`src/psgtn_pkg.sv`:
```
// ---------------------------------------------------------------------------
// psgtn_pkg
// Shared types, register map and codes for the tone/noise/envelope generator.
// ---------------------------------------------------------------------------
package psgtn_pkg;

  typedef struct packed {
    logic [1:0] command;
    logic [7:0] reg_addr;
    logic [7:0] write_data;
  } in_item_t;

  typedef struct packed {
    logic [7:0]  read_data;
    logic [14:0] dac_index;
  } out_item_t;

  // command codes
  localparam logic [1:0] CMD_WRITE = 2'd0;
  localparam logic [1:0] CMD_READ  = 2'd1;
  localparam logic [1:0] CMD_TICK  = 2'd2;

  // register map
  localparam logic [3:0] REG_NOISE      = 4'd6;
  localparam logic [3:0] REG_MIXER      = 4'd7;
  localparam logic [3:0] REG_VOL0       = 4'd8;
  localparam logic [3:0] REG_ENV_FINE   = 4'd11;
  localparam logic [3:0] REG_ENV_COARSE = 4'd12;
  localparam logic [3:0] REG_SHAPE      = 4'd13;

  localparam int MAX_CHANNELS = 3;
  localparam int DIV_STEPS    = 13;
  localparam int DIV_CNT_W    = 4;

  // datapath commands from the controller
  typedef struct packed {
    logic latch;
    logic reg_wr;
    logic tone_eval;
    logic div_start;
    logic div_step;
    logic div_end;
    logic ne_step;
    logic out_load;
  } dp_cmd_t;

  // datapath status to the controller
  typedef struct packed {
    logic is_write;
    logic is_tick;
    logic need_div;
    logic out_free;
  } dp_status_t;

  function automatic logic [7:0] read_mask(input logic [3:0] addr);
    logic [7:0] m;
    unique case (addr) inside
      4'd1, 4'd3, 4'd5, 4'd13: m = 8'h0F;
      4'd6, 4'd8, 4'd9, 4'd10: m = 8'h1F;
      default:                 m = 8'hFF;
    endcase
    return m;
  endfunction

endpackage

```
`src/psgtn_ctrl.sv`:
```
// ---------------------------------------------------------------------------
// psgtn_ctrl
// Sequencer: walks one item through decode, per-channel tone update,
// noise/envelope update (both for ticks only) and result hand-off.
// ---------------------------------------------------------------------------
module psgtn_ctrl #(
  parameter int NUM_CHANNELS = psgtn_pkg::MAX_CHANNELS,
  parameter int CH_W         = 2
) (
  input  logic                   clk,
  input  logic                   rst_n,
  input  logic                   in_valid,
  output logic                   in_stall,
  input  psgtn_pkg::dp_status_t  status,
  output psgtn_pkg::dp_cmd_t     cmd,
  output logic [CH_W-1:0]        ch
);

  typedef enum logic [2:0] {
    S_IDLE, S_DECODE, S_TONE, S_DIV, S_DIVEND, S_NE, S_DONE
  } state_t;

  state_t                               state_r, state_nxt;
  logic [CH_W-1:0]                      ch_r, ch_nxt;
  logic [psgtn_pkg::DIV_CNT_W-1:0]      step_r, step_nxt;
  logic                                 last_ch;

  assign last_ch  = (ch_r == CH_W'(NUM_CHANNELS - 1));
  assign in_stall = (state_r != S_IDLE);
  assign ch       = ch_r;

  always_comb begin
    state_nxt = state_r;
    ch_nxt    = ch_r;
    step_nxt  = step_r;
    cmd       = '0;
    unique case (state_r)
      S_IDLE: begin
        if (in_valid) begin
          cmd.latch = 1'b1;
          state_nxt = S_DECODE;
        end
      end
      S_DECODE: begin
        cmd.reg_wr = status.is_write;
        ch_nxt     = '0;
        state_nxt  = status.is_tick ? S_TONE : S_DONE;
      end
      S_TONE: begin
        if (status.need_div) begin
          cmd.div_start = 1'b1;
          step_nxt      = '0;
          state_nxt     = S_DIV;
        end else begin
          cmd.tone_eval = 1'b1;
          ch_nxt        = ch_r + CH_W'(1);
          state_nxt     = last_ch ? S_NE : S_TONE;
        end
      end
      S_DIV: begin
        cmd.div_step = 1'b1;
        step_nxt     = step_r + psgtn_pkg::DIV_CNT_W'(1);
        if (step_r == psgtn_pkg::DIV_CNT_W'(psgtn_pkg::DIV_STEPS - 1)) begin
          state_nxt = S_DIVEND;
        end
      end
      S_DIVEND: begin
        cmd.div_end = 1'b1;
        ch_nxt      = ch_r + CH_W'(1);
        state_nxt   = last_ch ? S_NE : S_TONE;
      end
      S_NE: begin
        cmd.ne_step = 1'b1;
        state_nxt   = S_DONE;
      end
      S_DONE: begin
        if (status.out_free) begin
          cmd.out_load = 1'b1;
          state_nxt    = S_IDLE;
        end
      end
      default: state_nxt = S_IDLE;
    endcase
  end

  always_ff @(posedge clk) begin
    if (!rst_n) begin
      state_r <= S_IDLE;
      ch_r    <= '0;
      step_r  <= '0;
    end else begin
      state_r <= state_nxt;
      ch_r    <= ch_nxt;
      step_r  <= step_nxt;
    end
  end

  a_div_bound: assert property (@(posedge clk) disable iff (!rst_n)
    (state_r == S_DIV) |-> (step_r < psgtn_pkg::DIV_CNT_W'(psgtn_pkg::DIV_STEPS)))
    else $error("divider step count overran");

  a_accept_busy: assert property (@(posedge clk) disable iff (!rst_n)
    (in_valid && !in_stall) |=> in_stall)
    else $error("accepted item did not start processing");

  a_done_free: assert property (@(posedge clk) disable iff (!rst_n)
    (state_r == S_DONE && status.out_free) |=> !in_stall)
    else $error("result hand-off did not return to idle");

endmodule

```
`src/psgtn_dp.sv`:
```
// ---------------------------------------------------------------------------
// psgtn_dp
// Datapath: register file, tone dividers with a shared restoring divider,
// noise LFSR, envelope generator, mixer and result register.
// ---------------------------------------------------------------------------
module psgtn_dp #(
  parameter int NUM_CHANNELS = psgtn_pkg::MAX_CHANNELS,
  parameter int CH_W         = 2
) (
  input  logic                   clk,
  input  logic                   rst_n,
  input  psgtn_pkg::in_item_t    in_item,
  input  psgtn_pkg::dp_cmd_t     cmd,
  input  logic [CH_W-1:0]        ch,
  output psgtn_pkg::dp_status_t  status,
  output logic                   out_valid,
  input  logic                   out_stall,
  output psgtn_pkg::out_item_t   out_item
);

  psgtn_pkg::in_item_t  item_r;
  psgtn_pkg::out_item_t out_item_r, res;
  logic                 out_valid_r;

  logic [7:0]  reg_file_r [16];
  logic [11:0] tone_count_r [NUM_CHANNELS];
  logic [4:0]  tone_phase_r [NUM_CHANNELS];
  logic        tone_level_r [NUM_CHANNELS];
  logic [4:0]  noise_count_r;
  logic        noise_pre_r;
  logic [16:0] lfsr_r;
  logic [16:0] env_count_r;
  logic [4:0]  env_step_r;
  logic        env_att_r, env_hold_r, env_alt_r, env_holding_r;
  logic [11:0] div_rem_r;
  logic [12:0] div_dvd_r;
  logic [4:0]  div_q_r;

  logic [3:0]  addr4, lo_idx, hi_idx;
  logic        addr_hi;
  logic [11:0] per_raw, per;
  logic [12:0] cnt, per13, fast_cnt, trial, diff;
  logic        ge1, trial_ge;
  logic [4:0]  ph_dec, ph_div;
  logic [5:0]  nc1;
  logic [17:0] ec1;
  logic [16:0] eper2;
  logic [4:0]  es_dec;
  logic [3:0]  env_vol;

  assign addr4   = item_r.reg_addr[3:0];
  assign addr_hi = |item_r.reg_addr[7:4];
  assign lo_idx  = 4'({ch, 1'b0});
  assign hi_idx  = 4'({ch, 1'b1});
  assign per_raw = {reg_file_r[hi_idx][3:0], reg_file_r[lo_idx]};
  assign per     = (per_raw == 12'd0) ? 12'd1 : per_raw;
  assign per13   = {1'b0, per};
  assign cnt     = {1'b0, tone_count_r[ch]} + 13'd1;
  assign ge1     = (cnt >= per13);
  assign fast_cnt = ge1 ? (cnt - per13) : cnt;
  assign ph_dec  = tone_phase_r[ch] - 5'd1;
  assign ph_div  = tone_phase_r[ch] - div_q_r;
  assign trial   = {div_rem_r, div_dvd_r[12]};
  assign trial_ge = (trial >= per13);
  assign diff    = trial - per13;

  assign nc1     = {1'b0, noise_count_r} + 6'd1;
  assign ec1     = {1'b0, env_count_r} + 18'd1;
  assign eper2   = {reg_file_r[psgtn_pkg::REG_ENV_COARSE],
                    reg_file_r[psgtn_pkg::REG_ENV_FINE], 1'b0};
  assign es_dec  = env_step_r - 5'd1;
  assign env_vol = env_step_r[3:0] ^ {4{env_att_r}};

  assign status.is_write = (item_r.command == psgtn_pkg::CMD_WRITE);
  assign status.is_tick  = (item_r.command == psgtn_pkg::CMD_TICK);
  assign status.need_div = (cnt >= {per, 1'b0});
  assign status.out_free = !out_valid_r || !out_stall;

  // result for the latched item
  always_comb begin
    logic [7:0] vreg;
    logic       on;
    res = '0;
    vreg = '0;
    on = 1'b0;
    if (item_r.command == psgtn_pkg::CMD_READ) begin
      res.read_data = addr_hi ? 8'hFF : (reg_file_r[addr4] & psgtn_pkg::read_mask(addr4));
    end else if (item_r.command == psgtn_pkg::CMD_TICK) begin
      for (int c = 0; c < NUM_CHANNELS; c++) begin
        vreg = reg_file_r[psgtn_pkg::REG_VOL0 + 4'(c)];
        on = (tone_level_r[c] | reg_file_r[psgtn_pkg::REG_MIXER][c]) &
             (lfsr_r[0] | reg_file_r[psgtn_pkg::REG_MIXER][3 + c]);
        if (vreg[4]) begin
          res.dac_index[12 + c] = 1'b1;
          if (on) res.dac_index[4*c +: 4] = env_vol;
        end else if (on) begin
          res.dac_index[4*c +: 4] = vreg[3:0];
        end
      end
    end
  end

  // generator state
  always_ff @(posedge clk) begin
    if (!rst_n) begin
      for (int i = 0; i < 16; i++) reg_file_r[i] <= '0;
      for (int c = 0; c < NUM_CHANNELS; c++) begin
        tone_count_r[c] <= '0;
        tone_phase_r[c] <= '0;
        tone_level_r[c] <= 1'b0;
      end
      noise_count_r <= '0;
      noise_pre_r   <= 1'b0;
      lfsr_r        <= 17'd1;
      env_count_r   <= '0;
      env_step_r    <= 5'd15;
      env_att_r     <= 1'b0;
      env_hold_r    <= 1'b1;
      env_alt_r     <= 1'b0;
      env_holding_r <= 1'b0;
      out_valid_r   <= 1'b0;
    end else begin
      if (cmd.reg_wr && !addr_hi) begin
        reg_file_r[addr4] <= item_r.write_data;
        if (addr4 == psgtn_pkg::REG_SHAPE) begin
          env_att_r <= item_r.write_data[2];
          if (!item_r.write_data[3]) begin
            env_hold_r <= 1'b1;
            env_alt_r  <= item_r.write_data[2];
          end else begin
            env_hold_r <= item_r.write_data[0];
            env_alt_r  <= item_r.write_data[1];
          end
          env_step_r    <= 5'd15;
          env_holding_r <= 1'b0;
        end
      end
      if (cmd.tone_eval) begin
        tone_count_r[ch] <= fast_cnt[11:0];
        if (ge1) begin
          tone_phase_r[ch] <= ph_dec;
          tone_level_r[ch] <= ph_dec[0];
        end
      end
      if (cmd.div_end) begin
        tone_count_r[ch] <= div_rem_r;
        tone_phase_r[ch] <= ph_div;
        tone_level_r[ch] <= ph_div[0];
      end
      if (cmd.ne_step) begin
        if (nc1 >= {1'b0, reg_file_r[psgtn_pkg::REG_NOISE][4:0]}) begin
          noise_count_r <= '0;
          noise_pre_r   <= !noise_pre_r;
          if (noise_pre_r) begin
            lfsr_r <= {lfsr_r[0] ^ lfsr_r[3], lfsr_r[16:1]};
          end
        end else begin
          noise_count_r <= nc1[4:0];
        end
        if (!env_holding_r) begin
          if (ec1 >= {1'b0, eper2}) begin
            env_count_r <= '0;
            if (es_dec[4]) begin
              if (env_alt_r) env_att_r <= !env_att_r;
              if (env_hold_r) begin
                env_holding_r <= 1'b1;
                env_step_r    <= '0;
              end else begin
                env_step_r <= {1'b0, es_dec[3:0]};
              end
            end else begin
              env_step_r <= es_dec;
            end
          end else begin
            env_count_r <= ec1[16:0];
          end
        end
      end
      if (cmd.out_load) begin
        out_valid_r <= 1'b1;
      end else if (!out_stall) begin
        out_valid_r <= 1'b0;
      end
    end
  end

  // payload: item latch, divider, result
  always_ff @(posedge clk) begin
    if (cmd.latch) item_r <= in_item;
    if (cmd.div_start) begin
      div_rem_r <= '0;
      div_dvd_r <= cnt;
      div_q_r   <= '0;
    end else if (cmd.div_step) begin
      div_rem_r <= trial_ge ? diff[11:0] : trial[11:0];
      div_dvd_r <= {div_dvd_r[11:0], 1'b0};
      div_q_r   <= {div_q_r[3:0], trial_ge};
    end
    if (cmd.out_load) out_item_r <= res;
  end

  assign out_valid = out_valid_r;
  assign out_item  = out_item_r;

  a_load_free: assert property (@(posedge clk) disable iff (!rst_n)
    cmd.out_load |-> (!out_valid_r || !out_stall))
    else $error("result overwritten while waiting");

  a_hold_step: assert property (@(posedge clk) disable iff (!rst_n)
    env_holding_r |-> (env_step_r == 5'd0))
    else $error("envelope holding with nonzero step");

  a_level_phase: assert property (@(posedge clk) disable iff (!rst_n)
    tone_level_r[0] == tone_phase_r[0][0])
    else $error("tone level out of step with phase");

endmodule

```
`src/psg_tone_noise_envelope.sv`:
```
// ---------------------------------------------------------------------------
// psg_tone_noise_envelope
// Three-channel tone/noise/envelope sound generator with a 16-register file.
// ---------------------------------------------------------------------------
// Usage:
//   in_valid/in_stall/in_item carry one item: a register write, a register
//   read or one generator tick. out_valid/out_stall/out_item return exactly
//   one result per item: read_data on a read, dac_index on a tick, zero
//   fields otherwise. dac_index holds three 4-bit levels and envelope-select
//   bits 12-14; the external resistor table maps it to an analog level.
// Sequence:
//   A write or read is decoded and then loaded into the result register; a
//   tick first updates each tone channel in turn and then the noise and
//   envelope generators. A tone counter that advances by at most one period
//   is updated directly; a channel whose period was lowered far below its
//   count runs the shared restoring divider for that channel.
//   The next item is accepted once the result is loaded, so an unread
//   result does not block the next item until its own result is ready.
// Reset (rst_n low, synchronous): registers clear, envelope restarts as if
//   shape 0 were written, noise LFSR loads 1, output goes invalid.
// Stall: a result waits in the output register while out_stall is high.
// ---------------------------------------------------------------------------
module psg_tone_noise_envelope #(
  parameter int NUM_CHANNELS = psgtn_pkg::MAX_CHANNELS
) (
  input  logic                  clk,
  input  logic                  rst_n,
  input  logic                  in_valid,
  output logic                  in_stall,
  input  psgtn_pkg::in_item_t   in_item,
  output logic                  out_valid,
  input  logic                  out_stall,
  output psgtn_pkg::out_item_t  out_item
);

  // channel index width; one bit even for a single channel
  localparam int CH_W = (NUM_CHANNELS > 1) ? $clog2(NUM_CHANNELS) : 1;

  psgtn_pkg::dp_cmd_t    cmd;
  psgtn_pkg::dp_status_t status;
  logic [CH_W-1:0]       ch;

  psgtn_ctrl #(
    .NUM_CHANNELS (NUM_CHANNELS),
    .CH_W         (CH_W)
  ) u_ctrl (
    .clk      (clk),
    .rst_n    (rst_n),
    .in_valid (in_valid),
    .in_stall (in_stall),
    .status   (status),
    .cmd      (cmd),
    .ch       (ch)
  );

  psgtn_dp #(
    .NUM_CHANNELS (NUM_CHANNELS),
    .CH_W         (CH_W)
  ) u_dp (
    .clk       (clk),
    .rst_n     (rst_n),
    .in_item   (in_item),
    .cmd       (cmd),
    .ch        (ch),
    .status    (status),
    .out_valid (out_valid),
    .out_stall (out_stall),
    .out_item  (out_item)
  );

endmodule

```
`config.mk`:
```
export PLATFORM = sky130hd
export DESIGN_NAME = psg_tone_noise_envelope
export DESIGN_NICKNAME = d
export VERILOG_FILES = /design/src/psgtn_pkg.sv /design/src/psgtn_ctrl.sv /design/src/psgtn_dp.sv /design/src/psg_tone_noise_envelope.sv
export SDC_FILE = /design/constraint.sdc
export NUM_CORES = 1
export LEC_CHECK = 0
export BUFFER_PORTS_ARGS = -buffer_cell sky130_fd_sc_hd__buf_2
export CAP_MARGIN = 25
export CORE_UTILIZATION = 50
export CTS_CLUSTER_DIAMETER = 120
export CTS_CLUSTER_SIZE = 10
export DETAILED_ROUTE_END_ITERATION = 6
export MAX_ROUTING_LAYER = met4
export PLACE_DENSITY = 0.74
export SLEW_MARGIN = 20
export SYNTH_ARGS = -nofsm -noshare
export SYNTH_HDL_FRONTEND = slang
export SYNTH_SLANG_ARGS = --single-unit
```
`constraint.sdc`:
```
create_clock -name clk -period 11 [get_ports clk]
set_clock_uncertainty 0.1 [all_clocks]
set_input_delay 2.2 -clock clk [delete_from_list [all_inputs] [get_ports clk]]
set_output_delay 2.2 -clock clk [all_outputs]
set_load 0.1 [all_outputs]
```
==> metrics, run 1 <==
run status finished, final reports clean; FP Rows 66; crit path DAT approximately 5.5 ns; Vias/cell roughly 6.1; Final Non-Filler Cells around 2.0k; filler instances 2,759; Placement Cell Area 17,400 µm²; RSZ-0062 raised after global routing no; P_sw 1.57 mW; Comb power frac a little over a third; total power about 4.3 mW; Total Routing Usage GR a little over a quarter; Mapped Area between 15,000 and 20,000 µm²; crit share post-route 49.0%; Slew HR approximately a third; core area 32,900 µm²; CTS root buf clkbuf_16; worst-skew pair later-pin latency 0.54 ns; Starting DRT DRC Count approximately 1.3k; Switching Share between 30 and 40%; LEAKAGE roughly 6.9 nW; TritonCTS clock tree yes; most used flip-flop cell after synthesis edfxtp_1; asr flop ratio synth 0%; Internal Dissipation roughly 2.7 mW; H-Tree Depth 2; Peak supply drop ~0.15 mV; IO Count 47; drt drc 0; layout cells sized above 1 14.5%; clk buf depth 3; mean routed wirelength per cell ~22 µm; crit path time final 5.39 ns; Post-Synthesis Net Count between 1.5k and 2k; Setup crit end kind flip-flop; antenna viol nets, final 0; clock power share 26.4%; sequential share of the synthesized area between 50 and 60%; NumNets Final between 1.5k and 2k; diodes inserted 0; fin. max-slew vios 0; syn_area_per_cell around 11 µm²; leading area contributor after synthesis edfxtp_1; setup ws final around 5.6 ns; setup TNS 0 ns; first-pass GRT wire length roughly 65,000 µm; Seq cells post-synth about 320; Max FO, Critical Path 28; TritonCTS Buffers 37; final setup fails 0; # hold bufs at CTS 0; warnings from Yosys 0; port bufs 46; vias in the first global route 11.2k; post-synth top area share 41.6%; Flop pwr share approximately 37%; Pwr Density 230 nW/µm²; total gr overflow 0; effective utilization at floorplan 51.4%; synth unique cells 86; Post-synth EDFFs between 200 and 250; max_cap viols 0; kind of critical path reg -> reg; Hold Path Class reg -> reg; largest net degree at the start of global routing 66; GP Congestion about 0.94; final instance area between 15,000 and 20,000 µm²; hpwl dp ~31,000 µm; Area Growth Syn to Fin 9.71%; Die W approximately 190 µm; final hold vios 0; most area-consuming cells after synthesis edfxtp_1 42%, dfxtp_1 9.6%, mux4_2 8.7%, ha_1 5.0%, and2_1 3.8%; fmax roughly 0.19 GHz; final hold slack approximately 0.35 ns; post-placement setup slack between 5 and 6 ns; Inst Count DP roughly 1.9k; DR vias 12.0k; crit start category flip-flop; final core area utilization 56.4%; Critical Path RT between 10 and 15 ns; hold_sp u_dp.env_count_r[6]; drt first pass iters 5; # clock sinks 315; die area approximately 35,000 µm²; die height between 150 and 200 µm; initial antenna violation count 0; CTS resizes 0; clk slew on worst S/H paths 0.06 ns; cells after synthesis around 1.5k; Post-CTS Setup Bufs 0; Post-Route WL between 40,000 and 50,000 µm; Slew @ Worst Pin between 1 and 1.5 ns
==> worst max-delay path: stages, from the launching register on <==
cell and delay, ns:
dfxtp_2 0.88, mux4_2 0.69, nand4_1 0.20, nor2_1 0.09
and3_1 0.19, xnor2_1 0.24, inv_1 0.12, ha_1 0.29
nand4_1 0.11, a2111o_1 0.33, a311oi_2 0.33, nor2_2 0.14
or3_1 0.80, nand2_2 0.51
==> power by group through the flow <==
| stage | clock, mW | combinational (mW) | sequential, mW |
|---|---|---|---|
| 2_1_floorplan | 0 | 1.22 | 1.51 |
| 3_3_place_gp | 0 | 1.48 | 1.61 |
| 3_5_place_dp | 0 | 1.51 | 1.62 |
| 4_1_cts | 1.14 | 1.52 | 1.59 |
| 5_1_grt | 1.18 | 1.68 | 1.59 |
| 6_report | 1.13 | 1.56 | 1.58 |
==> cells by family after synthesis <==
logic type	count (synthesis)	synth area share [%]
AND/OR/NAND/NOR	548	16.9
flip-flops	315	51.1
AO/OA/AOI/OAI	235	9.23
buffers and inverters	154	3.83
multiplexers	101	11.0
adder cells (fa/ha/maj)	69	5.19
XOR/XNOR	52	2.69
==> state kept, by name, summed over array words and instances, names as in the netlist, 5 cells and up, named ones only <==
name and cells:
u_dp.div_dvd_r 13, u_dp.div_rem_r 12, u_dp.env_count_r 17, u_dp.env_step_r 5
u_dp.item_r 14, u_dp.lfsr_r 17, u_dp.noise_count_r 5, u_dp.out_item 23
u_dp.reg_file_r 128, u_dp.tone_count_r 48
==> synthesized netlist by cell type (4+ instances only) <==
master     instances
nand3_1           35
ha_1              67
o22ai_1            4
xnor2_1           35
nor3_1            56
a211oi_1          19
dfxtp_1           81
o21ai_0           49
nand4_1           12
mux2i_1           27
mux2_2             5
a31oi_1            8
nor4_1            15
nor2_1           126
o221ai_1           4
or4_1              6
nor2b_1            9
buf_1              8
nand2_1          110
and4_1             4
clkbuf_1          54
o21a_1            13
o211ai_1           6
or3_1             13
o2111ai_1          5
edfxtp_1         234
nand3_2            7
buf_6              5
a21oi_1           59
inv_1             67
and2_1           103
mux4_2            65
buf_2             14
and3_1            12
xor2_1            17
nor3b_1            4
nand2b_1          19
o21ai_1           15
a21o_1             8
==> layout make-up <==
type                            count  area (µm²)  area share (%)
Timing Repair Buffer               61         353            1.90
Inverter                           71         267            1.44
Tap cell                          442         553            2.98
Clock inverter                      3        43.8           0.236
Clock buffer                       62        1040            5.61
Multi-Input combinational cell   1005        7640            41.2
Sequential cell                   315        8650            46.6
==> per-layer routing <==
| layer | track usage, % | part of all wire (%) | wire [µm] |
|---|---|---|---|
| met3 | 3.74 | 8.5 | 3660 |
| met2 | 40.4 | 47 | 20000 |
| met4 | 9.41 | 3.4 | 1460 |
| met5 | - | 0 | 0 |
| met1 | 34.8 | 42 | 17800 |
==> worst paths after layout <==
path | end | slack (ns) | depth (start not counted)
min | u_dp.env_count_r[6] | 0.35 | 2
max reg2reg | u_dp.div_dvd_r[1] | 5.61 | 13
min reg2reg | u_dp.env_count_r[6] | 0.35 | 2
max | u_dp.div_dvd_r[1] | 5.61 | 13
==> cells in the final DEF (no fill, tap or decap), types with 35 or more instances in the layout <==
| cell | synthesis | layout |
|---|---|---|
| ha_1 | 67 | 67 |
| nor3_1 | 56 | 55 |
| mux4_2 | 65 | 65 |
| a21oi_1 | 59 | 58 |
| clkbuf_16 | 0 | 38 |
| inv_1 | 67 | 67 |
| nor2_1 | 126 | 125 |
| o21ai_0 | 49 | 46 |
| dfxtp_1 | 81 | 79 |
| edfxtp_1 | 234 | 234 |
| xnor2_1 | 35 | 35 |
| and2_1 | 103 | 103 |
| buf_2 | 14 | 49 |
| nand3_1 | 35 | 35 |
| nand2_1 | 110 | 110 |
Power figures use the tool's default switching activity.
==> inputs of run 2 (changes only) <==
- clock period: 11 -> 5.5 ns (I/O delays scaled with it)
==> run 2 against run 1 <==
- cell count up 0.71%
- via count up 0.19%
- non-clock buffer count up 14
- worst setup slack worse by 4.9 ns
- utilization up 0.24 points
- critical path depth up 1
- largest power group unchanged
- highest routed layer unchanged
==> metrics, run 2 (synthesized netlist as in run 1, its figures left out) <==
run status finished, final reports clean; Switching Share 36.5% (-0.42 points); Slew HR 33.6% (+1.9 points); die height 186 µm (unchanged); antenna viol nets, final 0 (unchanged); Flop pwr share 37.1% (about the same); H-Tree Depth 2 (unchanged); Comb power frac 36.7% (about the same); vias in the first global route 11.7k (+4.7%); Die W 186 µm (unchanged); CTS root buf clkbuf_16; Starting DRT DRC Count 1,337 (+1.5%); crit start category flip-flop; worst-skew pair later-pin latency 0.53 ns (about the same); Total Routing Usage GR 26.0% (+0.038 points); Inst Count DP 1,905 (+0.85%); final instance area 18,600 µm² (+0.42%); kind of critical path reg -> reg; NumNets Final 1,596 (+0.88%); clk buf depth 3 (unchanged); setup ws final 0.670 ns (-4.94 ns); post-placement setup slack 0.731 ns (-4.82 ns); mean routed wirelength per cell 21.4 µm (-2.3%); fin. max-slew vios 0 (unchanged); Max FO, Critical Path 28 (unchanged); largest net degree at the start of global routing 44 (-33%); Peak supply drop 0.405 mV (+170%); max_cap viols 0 (unchanged); crit share post-route 87.8% (+39 points); FP Rows 66 (unchanged); Vias/cell 6.10 (-0.52%); worst r2r path cells 14 (+1); setup TNS 0 ns (unchanged); final setup fails 0 (unchanged); GP Congestion 0.935 (-0.13%); effective utilization at floorplan 51.4% (unchanged); clock power share 26.1% (-0.3 points); diodes inserted 0 (unchanged); Setup crit end kind flip-flop; clk slew on worst S/H paths 0.06 ns (about the same); # clock sinks 315 (unchanged); most frequent cells in the layout 234 x edfxtp_1, 125 x nor2_1, 110 x nand2_1, 103 x and2_1, 79 x dfxtp_1; commonest non-fill, non-tap cell in the layout edfxtp_1; layout cells sized above 1 15.3% (+0.78 points); Placement Cell Area 17,500 µm² (+0.64%); die area 34,600 µm² (unchanged); IO Count 47 (unchanged); Slew @ Worst Pin 0.988 ns (-0.0249 ns); Post-Route WL 42,300 µm (-1.6%); Area Growth Syn to Fin 10.2%; final hold slack 0.363 ns (+0.0109 ns); P_sw 3.09 mW (+96%); LEAKAGE 6.95 nW (+0.83%); number of flip-flops under the largest register name 128 (unchanged); crit path DAT 4.91 ns (-0.55 ns); first-pass GRT wire length 66,000 µm (+1.2%); hpwl dp 30,500 µm (-1.5%); final hold vios 0 (unchanged); Final Non-Filler Cells 1,973 (+0.71%); final core area utilization 56.7% (+0.24 points); port bufs 46 (unchanged); Critical Path RT 5.58 ns (-5.49 ns); initial antenna violation count 0 (unchanged); Min-Delay Path Depth 2 (unchanged); drt drc 0 (unchanged); Hold Path Class reg -> reg; crit path time final 4.83 ns (-0.559 ns); fmax 0.207 GHz (+12%); drt first pass iters 6 (+1); DR vias 12.0k (+0.19%); TritonCTS Buffers 37 (unchanged); Post-CTS Setup Bufs 0 (unchanged); total gr overflow 0 (unchanged); TritonCTS clock tree yes; # hold bufs at CTS 0 (unchanged); CTS resizes 0 (unchanged); filler instances 2,743 (-0.58%); Internal Dissipation 5.38 mW (+100%); core area 32,900 µm² (unchanged); Reg with most FFs u_dp.reg_file_r; Pwr Density 454 nW/µm² (+98%); total power 8.46 mW (+98%); RSZ-0062 raised after global routing no
run 2: cell count changes in the layout (fill, tap and decap cells not counted), sizes merged:
cell,previous run,this run
clkinv,3,2
buf,60,74
clkbuf,63,62
inv,70,72
run 2: layer usage:
metal,global-route usage [%],vias to the layer above,share of wire (%),routed length (µm)
met5,-,-,0,0
met2,40.8,518,48,20300
met1,34.4,5909,40,16900
met4,10.3,0,3.6,1520
li1,-,5514,-,-
met3,3.52,91,8.5,3570
run 2: area by class of cell:
cell class,instances,area [µm²],share of cell area (%)
Sequential cell,315,8650,46.4
Multi-Input combinational cell,1005,7630,41.0
Clock buffer,61,1020,5.45
Tap cell,442,553,2.97
Timing Repair Buffer,75,465,2.50
Inverter,71,267,1.43
Clock inverter,4,45.0,0.242
run 2: path summary, 6_finish.rpt:
kind	start	slack, ns	end
worst min-delay path	u_dp.env_count_r[6]	0.36	u_dp.env_count_r[6]
worst max-delay path	flip-flop	0.67	u_dp.div_dvd_r[8]
worst min register to register	u_dp.env_count_r[6]	0.36	u_dp.env_count_r[6]
worst max register to register	flip-flop	0.67	u_dp.div_dvd_r[8]
run 2: worst max-delay path: stages, from the launching register on:
cell and delay, ns:
dfxtp_2 0.60, mux4_2 0.66, nand4_1 0.19, nor2_1 0.09
and3_1 0.20, xnor2_1 0.32, inv_1 0.13, ha_1 0.31
nand4_1 0.12, a2111o_1 0.32, a311oi_2 0.35, nor2_2 0.14
or3_1 0.37, buf_4 0.24, nand2_2 0.34
run 2: power groups by stage:
stage | combinational (mW) | sequential [mW] | clock, mW
floorplan | 2.44 | 3.02 | 0
global placement | 2.95 | 3.23 | 0
detailed placement | 3.00 | 3.24 | 0
CTS | 3.01 | 3.19 | 2.24
global route | 3.37 | 3.18 | 2.33
finish | 3.11 | 3.14 | 2.21
